File: src/hdl/tkw_pkg.sv
package tkw_pkg;

    localparam int MAX_SLOTS    = 4;
    localparam int VERTEX_COUNT = 1024;

    localparam int CMD_W      = 2;
    localparam int VIDX_W     = 10;
    localparam int BONE_W     = 8;
    localparam int WT_W       = 16;
    localparam int FRAC_BITS  = 15;
    localparam int SEL_W      = 2;
    localparam int STATUS_W   = 2;
    localparam int SIU_W      = 3;
    localparam int CFG_IDX_W  = 1;
    localparam int CFG_DATA_W = 3;

    localparam int SLOT_W     = (MAX_SLOTS > 1) ? $clog2(MAX_SLOTS) : 1;
    localparam int SLOT_CNT_W = $clog2(MAX_SLOTS + 1);
    localparam int SUM_W      = WT_W + $clog2(MAX_SLOTS);
    localparam int VADDR_W    = (VERTEX_COUNT > 1) ? $clog2(VERTEX_COUNT) : 1;
    localparam int DIV_CNT_W  = $clog2(WT_W);

    localparam logic [SUM_W-1:0] ONE_Q15 = SUM_W'(1) << FRAC_BITS;

    typedef enum logic [CMD_W-1:0] {
        CMD_ATTACH    = 2'd0,
        CMD_NORMALIZE = 2'd1,
        CMD_READ      = 2'd2
    } t_cmd;

    typedef enum logic [STATUS_W-1:0] {
        STS_DONE     = 2'd0,
        STS_REJECT   = 2'd1,
        STS_NO_SLOTS = 2'd2,
        STS_RANGE    = 2'd3
    } t_status;

    typedef enum logic [CFG_IDX_W-1:0] {
        CFG_SLOTS_IN_USE = 1'd0,
        CFG_TIE_ACCEPTS  = 1'd1
    } t_cfg_reg;

    typedef enum logic [2:0] {
        S_CLEAR,
        S_IDLE,
        S_EXEC,
        S_DIV,
        S_WRBACK,
        S_RESULT
    } t_state;

    typedef struct packed {
        logic [MAX_SLOTS-1:0][BONE_W-1:0] bones;
        logic [MAX_SLOTS-1:0][WT_W-1:0]   weights;
    } t_entry;

endpackage

File: src/hdl/tkw_div.sv
module tkw_div (
    input  logic                        i_clk,
    input  logic                        i_rst_n,
    input  logic                        i_start,
    input  logic [tkw_pkg::WT_W-1:0]    i_num,
    input  logic [tkw_pkg::SUM_W-1:0]   i_den,
    output logic                        o_done,
    output logic [tkw_pkg::WT_W-1:0]    o_quot
);

    // Restoring divide of (num << FRAC_BITS) by den, one quotient bit a cycle.
    // num never exceeds den, so the quotient fits WT_W bits and only the
    // low WT_W dividend bits need stepping.

    logic                           r_busy;
    logic                           r_done;
    logic [tkw_pkg::DIV_CNT_W-1:0]  r_cnt;
    logic [tkw_pkg::SUM_W-1:0]      r_rem;
    logic [tkw_pkg::SUM_W-1:0]      r_den;
    logic [tkw_pkg::WT_W-1:0]       r_low;
    logic [tkw_pkg::WT_W-1:0]       r_quot;

    logic [tkw_pkg::SUM_W:0]        trial;
    logic                           ge;
    logic [tkw_pkg::SUM_W:0]        diff;

    always_comb begin
        trial = {r_rem, r_low[tkw_pkg::WT_W-1]};
        ge    = (trial >= {1'b0, r_den});
        diff  = trial - {1'b0, r_den};
    end

    always_ff @(posedge i_clk) begin
        if (!i_rst_n) begin
            r_busy <= 1'b0;
            r_done <= 1'b0;
            r_cnt  <= '0;
        end else begin
            r_done <= 1'b0;
            if (i_start) begin
                r_busy <= 1'b1;
                r_cnt  <= '0;
            end else if (r_busy) begin
                r_cnt <= r_cnt + 1'b1;
                if (r_cnt == tkw_pkg::DIV_CNT_W'(tkw_pkg::WT_W - 1)) begin
                    r_busy <= 1'b0;
                    r_done <= 1'b1;
                end
            end
        end
    end

    always_ff @(posedge i_clk) begin
        if (i_start) begin
            r_rem  <= tkw_pkg::SUM_W'(i_num >> (tkw_pkg::WT_W - tkw_pkg::FRAC_BITS));
            r_low  <= i_num << tkw_pkg::FRAC_BITS;
            r_den  <= i_den;
            r_quot <= '0;
        end else if (r_busy) begin
            r_rem  <= ge ? diff[tkw_pkg::SUM_W-1:0] : trial[tkw_pkg::SUM_W-1:0];
            r_low  <= r_low << 1;
            r_quot <= {r_quot[tkw_pkg::WT_W-2:0], ge};
        end
    end

    assign o_done = r_done;
    assign o_quot = r_quot;

endmodule

File: config.mk
export PLATFORM = sky130hd
export DESIGN_NAME = tkw_div
export DESIGN_NICKNAME = d
export VERILOG_FILES = /design/src/hdl/tkw_pkg.sv /design/src/hdl/tkw_div.sv
export SDC_FILE = /design/constraint.sdc
export NUM_CORES = 1
export LEC_CHECK = 0
export ABC_CLOCK_PERIOD_IN_PS = 2100
export BUFFER_PORTS_ARGS = -buffer_cell sky130_fd_sc_hd__buf_2
export CELL_PAD_IN_SITES_DETAIL_PLACEMENT = 0
export CELL_PAD_IN_SITES_GLOBAL_PLACEMENT = 1
export CORE_MARGIN = 2
export CORE_UTILIZATION = 40
export DETAILED_ROUTE_END_ITERATION = 10
export PLACE_DENSITY_LB_ADDON = 0.1
export SYNTH_ARGS = -nofsm -noshare
export SYNTH_HDL_FRONTEND = slang
export SYNTH_SLANG_ARGS = --single-unit
File: constraint.sdc
create_clock -name i_clk -period 2.1 [get_ports i_clk]
set_input_delay 0 -clock i_clk [delete_from_list [all_inputs] [get_ports i_clk]]
set_output_delay 0 -clock i_clk [all_outputs]
set_load 0.01 [all_outputs]
==> impl_metrics.json, run 1 <==
{
  "yosys.area.top_type": "edfxtp_1",
  "grt_start_max_net_pins": 41,
  "synth_edf_count": 34,
  "row_count": 33,
  "clk_latency_ns": 0.34,
  "hold_depth": 3,
  "r2r_cells": 10,
  "dieWidth_um": 95.6,
  "wirelength_mm": 8.87,
  "yosys_warnings": 0,
  "yosys-top-cells-area": "edfxtp_1 (30%), dfxtp_1 (15%), ha_1 (7.1%)",
  "fp.dieArea_um2": 9150,
  "layout-area-overhead-vs-synth_pct": 52.1,
  "setup_viol": 19,
  "grt_pass1_wl_mm": 14.1,
  "clock-sinks": 59,
  "core_um2": 8180,
  "clockRootBuffer": "clkbuf_8",
  "grt-ovfl-total": 0,
  "htree_levels": 3,
  "syn_nets": 390,
  "gp_congestion": 0.859,
  "cts_buffers": 9,
  "violations": "negative setup slack",
  "drv_slew": 0,
  "slew_headroom_pct": 43.6,
  "rsz0062_at_grt": "yes",
  "setup-tns-final_ns": -4.49,
  "antenna_found_initial": 0,
  "dr.pass1.iters": 4,
  "die_y_um": 95.6,
  "fin_worst_skew_ns": 0.00870,
  "final_antenna_net_count": 0,
  "fin_ws_ns": -0.339,
  "io_pins": 54,
  "antenna_cells": 0,
  "nFillCells": 707,
  "dp_hpwl_mm": 5.93,
  "track_usage_pct": 19.9,
  "synth_cells": 333,
  "reg2reg_slack_ns": -0.34,
  "synth_top_cell_area_share_pct": 30.4,
  "critPathMaxFanout": 5,
  "worstHoldStart": "i_num[12]",
  "port_buffers": 53,
  "synth_seq_cells": 59,
  "max-clock-path-buffers": 2,
  "arrival_ns": 2.51,
  "ir_drop_v": 0.000494,
  "synth-main-ff-cell": "edfxtp_1",
  "yosysUniqueCellTypes": 59,
  "nets": 544,
  "r2r_start": "r_rem[8]",
  "postLayoutCoreUtil_pct": 62.5,
  "fmax_mhz": 410,
  "vias": 3007,
  "drive_gt1_share_pct": 42.5,
  "grt_pass1_vias": 3000,
  "tightest_slew_ns": 0.845,
  "fin_crit_sh_pct": 116,
  "finalHoldViolations": 0,
  "crit_type": "register to register",
  "power_density_nw_per_um2": 834,
  "syn_area_per_cell_um2": 10.1,
  "worstHoldEndpoint": "r_rem[11]",
  "hold_path.class": "primary input to register",
  "synth.cell_area_um2": 3360,
  "worstSetupStartpointType": "register",
  "fin_crit_ns": 2.44,
  "power.leakage_nw": 2.18,
  "cp.required_ns": 2.17,
  "initial_core_util_pct": 41.1,
  "r2r-end": "r_rem[5]",
  "path_clk_slew_ns": 0.07,
  "synth_common_cells": "edfxtp_1 (34), nor2_1 (34), dfxtp_1 (25)",
  "cap_violations": 0,
  "async_flop_share_pct": 0,
  "wl_per_cell_um": 14.9,
  "drc": 0,
  "drt_iter0_markers": 117,
  "yosysSeqAreaShare_pct": 45.3,
  "cts_tree": "done",
  "status": "finished with violations",
  "end_kind": "register",
  "vias_per_cell": 5.04
}
==> how the worst max path moves through the flow <==
stage | startpoint | end | slack (ns) | cells after the start
global route | r_rem[6] | r_rem[5] | -0.43 | 10
finish | r_rem[8] | r_rem[5] | -0.34 | 10
detailed placement | r_rem[6] | r_rem[5] | -0.34 | 10
floorplan | r_rem[4] | r_rem[5] | -0.14 | 10
CTS | r_rem[3] | r_rem[5] | -0.29 | 10
global placement | r_rem[13] | r_rem[6] | -0.29 | 8
==> cell type report <==
class	instances	area (um2)	share of cell area, %
Clock buffer	10	138	2.69
Clock inverter	6	46.3	0.906
Inverter	22	82.6	1.62
Multi-Input combinational cell	237	2050	40.1
Sequential cell	59	1520	29.8
Tap cell	105	131	2.57
Timing Repair Buffer	158	1140	22.4
==> stage by stage <==
| stage | setup WS, ns | cell area, um2 | power, mW | cells | hold WS, ns |
|---|---|---|---|---|---|
| global placement | -0.289 | 4280 | 2.97 | 535 | 0.176 |
| finish | -0.339 | 5110 | 4.26 | 597 | 0.0198 |
| detailed placement | -0.344 | 4280 | 2.98 | 535 | 0.178 |
| floorplan | -0.138 | 3520 | 2.43 | 333 | 0.0989 |
| CTS | -0.288 | 4910 | 4.12 | 593 | 0.00102 |
| global route | -0.433 | 5110 | 4.51 | 597 | 0.0223 |
==> cell families after synthesis <==
logic type      Yosys count  share of synthesized area, %
buf+inv                  37                          4.95
xor+xnor                 16                          4.17
mux                      17                          5.07
fa+ha+maj                20                          7.67
simple gates            102                          15.2
compound gates           82                          17.7
flops                    59                          45.3
==> layer usage <==
metal  GRT usage, %  wire (um)  vias up
li1               -          -     1527
met1           26.2       4210     1420
met2           32.8       4250       51
met3           5.45        326        9
met4           4.05         95        0
met5              0          0        -
==> sequential cells by signal, summed over array words and instances (netlist names) <==
register and cells:
r_rem 18, r_low 1, r_cnt 4, r_busy 1
r_den 18, o_done 1, o_quot 16
==> cells in the final DEF (no fill, tap or decap), types with 6 or more instances in the layout <==
| cell type | count |
|---|---|
| buf_4 | 72 |
| buf_2 | 53 |
| edfxtp_1 | 34 |
| nor2_1 | 33 |
| dlygate4sd3_1 | 27 |
| dfxtp_1 | 25 |
| inv_1 | 17 |
| nand2_1 | 17 |
| mux2i_1 | 17 |
| ha_4 | 13 |
| a21oi_1 | 11 |
| xnor2_1 | 10 |
| clkbuf_8 | 10 |
| a21o_1 | 7 |
| nand3_1 | 7 |
| a31oi_1 | 7 |
| a21oi_2 | 6 |
| nand4_1 | 6 |
| o31ai_1 | 6 |
| buf_6 | 6 |
==> power by group <==
part,internal [mW],switching [mW],leakage (nW)
registers,1.35,0.0789,0.540
clock network,0.471,0.512,0.0976
logic,0.962,0.888,1.54
==> what timing repair did <==
item                       in CTS  in global routing
pin swaps                      18                 29
hold endpoints to repair       29                  0
setup buffers                  15                  5
resized for setup              22                 31
setup endpoints to repair      19                 19
hold buffers                   27                  0
==> worst max-delay path, stage by stage (launching register included) <==
cell	delay (ns)
edfxtp_1	0.44
ha_4	0.31
nand2_4	0.06
buf_4	0.14
nor2_1	0.26
a21oi_4	0.11
a221o_1	0.37
buf_6	0.15
buf_6	0.12
nand4_1	0.10
o311ai_2	0.12
No activity file was read; power rests on OpenSTA's default activity.
==> inputs of run 2 (changes only) <==
Settings changed: CORE_MARGIN 2 to not set.
==> run 2 against run 1 <==
  * The run still ends with negative setup slack left
  * Non-clock buffer count is the same
  * Clock-buffer cell count did not move
  * Hold slack gained 0.0075 ns
  * First-iteration DRC count is 32% lower
  * Register-to-register slack better by 0.08 ns
  * Sequential cell count is the same
  * Final area up 0.56%
==> impl_metrics.json, run 2 (synthesis results as in run 1) <==
{
  "status": "finished with violations",
  "violations": "negative setup slack",
  "fin_crit_sh_pct": 113,
  "cp-startpoint": "r_rem[9]",
  "row_count": 33,
  "nets": 544,
  "nFillCells": 683,
  "track_usage_pct": 21.3,
  "clk_latency_ns": 0.35,
  "finalHoldViolations": 0,
  "fp.dieArea_um2": 8770,
  "cp_cell_sequence": "ha_4 -> nand2_4 -> nor3_2 -> nand4_1 -> and3_4 -> a221oi_4 -> buf_4 -> buf_6 -> o221ai_4 -> a311oi_2",
  "pre_cts_ws_ns": -0.339,
  "tightest_slew_ns": 0.569,
  "clock-sinks": 59,
  "power_density_nw_per_um2": 845,
  "cp_slowest_stage_delay_ns": 0.44,
  "clockRootBuffer": "clkbuf_8",
  "gp_congestion": 0.849,
  "fin_ws_ns": -0.263,
  "drc": 0,
  "antenna_cells": 0,
  "cts_buffers": 9,
  "critPathMaxFanout": 5,
  "final_common_cell": "buf_4",
  "layout-area-overhead-vs-synth_pct": 53.0,
  "htree_levels": 3,
  "dieWidth_um": 93.6,
  "cap_violations": 0,
  "max-clock-path-buffers": 2,
  "ir_drop_v": 0.000461,
  "antenna_found_initial": 0,
  "dp_hpwl_mm": 5.99,
  "end_kind": "register",
  "layout_common_cells": "buf_4 (67), buf_2 (53), edfxtp_1 (34), nor2_1 (32), dlygate4sd3_1 (31)",
  "path_clk_slew_ns": 0.08,
  "vias": 3034,
  "wl_per_cell_um": 14.7,
  "r2r_start": "r_rem[9]",
  "drive_gt1_share_pct": 41.7,
  "wirelength_mm": 8.80,
  "cts_tree": "done",
  "final_antenna_net_count": 0,
  "vias_per_cell": 5.08,
  "grt_start_max_net_pins": 43,
  "port_buffers": 53,
  "setup_viol": 18,
  "die_y_um": 93.6,
  "postLayoutCoreUtil_pct": 62.9,
  "power.leakage_nw": 2.20,
  "cp.required_ns": 2.37,
  "fin_worst_skew_ns": 0.0103,
  "slew_headroom_pct": 62.0,
  "core_um2": 8180,
  "crit_type": "register to register",
  "hold_path.class": "primary input to register",
  "crit_path_top_delay_cell": "edfxtp_1",
  "fmax_mhz": 423,
  "drt_iter0_markers": 79,
  "worstHoldStart": "i_num[2]",
  "arrival_ns": 2.63,
  "grt-ovfl-total": 0,
  "holdWs_ns": 0.0273,
  "initial_core_util_pct": 41.1,
  "worstSetupStartpointType": "register",
  "dr.pass1.iters": 5,
  "grt_pass1_vias": 3001,
  "rsz0062_at_grt": "yes",
  "drv_slew": 0,
  "io_pins": 54,
  "grt_pass1_wl_mm": 14.2,
  "fin_crit_ns": 2.36
}
[run 2: cell count changes in the layout (fill, tap and decap cells not counted), sizes merged]
| cell | before | now |
|---|---|---|
| buf | 131 | 127 |
| clkinv | 3 | 2 |
| dlygate4sd3 | 27 | 31 |
| inv | 25 | 26 |
[run 2: final cells by class]
cell class	count	area, um2	area share [%]
clock buffer	10	149	2.90
multi-input combinational	237	2040	39.8
timing repair buffer	158	1170	22.7
tap	105	131	2.56
inverter	22	82.6	1.61
sequential	59	1520	29.6
clock inverter	6	43.8	0.852
[run 2: report_power, final]
| part | internal [mW] | switching [mW] | leakage [nW] |
|---|---|---|---|
| clock | 0.510 | 0.542 | 0.103 |
| combinational | 0.981 | 0.885 | 1.55 |
| sequential | 1.35 | 0.0753 | 0.540 |
[run 2: stage by stage]
step / cells / total power, mW / TNS (ns) / instance area, um2
3_5_place_dp: 537 / 3.00 / -4.99 / 4310
3_3_place_gp: 537 / 3.00 / -4.22 / 4310
4_1_cts: 592 / 4.24 / -4.04 / 4980
6_report: 597 / 4.34 / -3.77 / 5140
2_1_floorplan: 333 / 2.43 / -1.53 / 3520
5_1_grt: 597 / 4.59 / -5.71 / 5140
[run 2: timing repair]
| action | 4_1_cts | 5_1_grt |
|---|---|---|
| hold endpoints to repair | 36 | 0 |
| buffers inserted | 9 | 7 |
| setup endpoints to repair | 19 | 19 |
| pin swaps | 12 | 36 |
| resized for setup | 25 | 27 |
| hold buffers | 31 | 0 |
[run 2: worst paths after layout]
check	slack, ns	cells past startpoint	to
hold reg to reg	0.49	2	o_quot[15]
setup / recovery	-0.26	10	r_rem[15]
hold / removal	0.03	3	r_rem[1]
setup reg to reg	-0.26	10	r_rem[15]
[run 2: worst max-delay path: cells and delay by family, from the launching register on]
| kind | cells | cell delay (ns) |
|---|---|---|
| buffers and inverters | 2 | 0.29 |
| flip-flops | 1 | 0.44 |
| AND/OR/NAND/NOR | 4 | 0.56 |
| AO/OA/AOI/OAI | 3 | 0.67 |
| adder cells (fa/ha/maj) | 1 | 0.31 |
[run 2: layer usage]
layer	vias to the layer above	routed length, um	GRT usage (%)
met5	-	0	0
met4	0	102	5.77
met3	10	479	5.12
met2	67	4130	35.7
met1	1429	4090	27.3
li1	1528	-	-
==> inputs of run 3 (changes only) <==
Settings changed: CORE_UTILIZATION 40 to 41, CTS_BUF_LIST set to sky130_fd_sc_hd__clkbuf_8, MAX_ROUTING_LAYER set to met4.
==> run 3 against run 2 <==
  * The flow still finishes with violations (negative setup slack)
  * Largest power group unchanged
  * Total power rose by 2.5%
  * Final area grew 0.90%
  * Clock power is 6% higher
  * Sequential share of layout area down 0.26 points
  * Critical path type unchanged
  * Highest routed layer unchanged
==> impl_metrics.json, run 3 (synthesis results as in run 1) <==
{
  "layout-area-overhead-vs-synth_pct": 54.3,
  "max-clock-path-buffers": 2,
  "clk_latency_ns": 0.34,
  "clock-sinks": 59,
  "fin_ws_ns": -0.334,
  "worstHoldEndpoint": "r_rem[12]",
  "cap_violations": 0,
  "drt_iter0_markers": 164,
  "fin_crit_ns": 2.43,
  "slew_headroom_pct": 45.0,
  "reg2reg_slack_ns": -0.33,
  "fp.dieArea_um2": 8560,
  "track_usage_pct": 22.1,
  "htree_levels": 3,
  "end_kind": "register",
  "worstHoldStart": "i_num[13]",
  "dieWidth_um": 92.5,
  "violations": "negative setup slack",
  "grt_pass1_vias": 3065,
  "fin_crit_sh_pct": 116,
  "wl_per_cell_um": 14.7,
  "layout_common_cells": "buf_4 (77), buf_2 (53), edfxtp_1 (34), nor2_1 (32), dlygate4sd3_1 (27)",
  "nets": 549,
  "vias": 3029,
  "postLayoutCoreUtil_pct": 66.4,
  "r2r_cells": 9,
  "setup_viol": 19,
  "status": "finished with violations",
  "vias_per_cell": 5.06,
  "grt-ovfl-total": 0,
  "drv_slew": 0,
  "fin_worst_skew_ns": 0.0118,
  "seq_area_um2": 1520,
  "power.leakage_nw": 2.24,
  "r2r_start": "r_rem[12]",
  "r2r-end": "r_rem[7]",
  "dp_hpwl_mm": 5.83,
  "rsz0062_at_grt": "yes",
  "multi_input_area_um2": 2060,
  "drc": 0,
  "gp_congestion": 0.797,
  "dr.pass1.iters": 4,
  "row_count": 32,
  "arrival_ns": 2.60,
  "wirelength_mm": 8.79,
  "initial_core_util_pct": 43.0,
  "power_density_nw_per_um2": 858,
  "final_antenna_net_count": 0,
  "io_pins": 54,
  "final_cells": 599,
  "die_y_um": 92.5,
  "cts_buffers": 9,
  "hold_depth": 3,
  "grt_pass1_wl_mm": 14.4,
  "finalHoldViolations": 0,
  "crit_type": "register to register",
  "hold_path.class": "primary input to register",
  "antenna_cells": 0,
  "clockRootBuffer": "clkbuf_8",
  "cp.required_ns": 2.27,
  "ir_drop_v": 0.000479,
  "dp_cells": 534,
  "tightest_slew_ns": 0.824,
  "grt_start_max_net_pins": 32,
  "critPathMaxFanout": 6,
  "fmax_mhz": 411,
  "design_area_um2": 5180,
  "path_clk_slew_ns": 0.08,
  "antenna_found_initial": 0,
  "cts_tree": "done",
  "port_buffers": 53,
  "worstSetupStartpointType": "register",
  "dpl_cell_area_um2": 4300,
  "nFillCells": 663,
  "final_common_cell": "buf_4",
  "core_um2": 7810,
  "drive_gt1_share_pct": 42.1
}
==> run 3: cell count changes in the layout (fill, tap and decap cells not counted), moves of 3 or more <==
cell / before / now
buf_4: 67 / 77
a21oi_1: 11 / 16
a21oi_2: 6 / 2
dlygate4sd3_1: 31 / 27
o21ai_1: 2 / 6
o311ai_1: 3 / 0
==> run 3: per-stage QoR <==
| stage | total power, mW | hold WS [ns] | TNS [ns] | setup slack, ns |
|---|---|---|---|---|
| 2_1_floorplan | 2.43 | 0.0989 | -1.53 | -0.138 |
| 3_3_place_gp | 3.00 | 0.176 | -5.51 | -0.393 |
| 3_5_place_dp | 3.01 | 0.178 | -5.70 | -0.395 |
| 4_1_cts | 4.33 | 0.00506 | -4.38 | -0.296 |
| 5_1_grt | 4.70 | 0.0206 | -7.25 | -0.439 |
| 6_report | 4.45 | 0.0150 | -5.10 | -0.334 |
==> run 3: power breakdown <==
| part | switching [mW] | internal [mW] | total (mW) |
|---|---|---|---|
| Clock | 0.537 | 0.569 | 1.11 |
| Combinational | 0.909 | 1.01 | 1.92 |
| Sequential | 0.0751 | 1.35 | 1.42 |
==> run 3: final cells by class <==
class,count,area share [%]
timing repair buffer,163,22.9
tap,102,2.46
clock buffer,9,2.39
multi-input combinational,237,39.7
sequential,59,29.3
clock inverter,7,1.59
inverter,22,1.59
==> run 3: routing by layer <==
metal	routed length (um)	GRT usage, %	vias up
li1	-	-	1534
met5	0	-	-
met2	4200	36.5	71
met1	4170	27.6	1415
met3	308	2.87	9
met4	106	8.20	0
==> run 3: critical path: stages (launching register included) <==
cell and delay [ns]:
edfxtp_1 0.46, ha_4 0.31, buf_4 0.12, and3_1 0.18, nand2_1 0.12, buf_4 0.17
a221oi_4 0.39, nor2_4 0.09, buf_12 0.16, o311ai_4 0.24
==> run 3: worst max-delay path by stage <==
stage	cells past startpoint	slack, ns	start	to
6_report	9	-0.33	r_rem[12]	r_rem[7]
3_3_place_gp	9	-0.39	r_rem[13]	r_rem[6]
5_1_grt	10	-0.44	r_rem[6]	r_rem[7]
2_1_floorplan	10	-0.14	r_rem[4]	r_rem[5]
4_1_cts	10	-0.30	r_rem[4]	r_rem[3]
3_5_place_dp	9	-0.39	r_rem[13]	r_rem[6]
==> run 3: repair_timing <==
action                                  CTS  global route
buffers inserted                         16             9
endpoints found under the setup margin   19            19
pin swaps                                29            20
hold endpoints to repair                 30             0
resized for setup                        38            12
hold buffers                             27             0
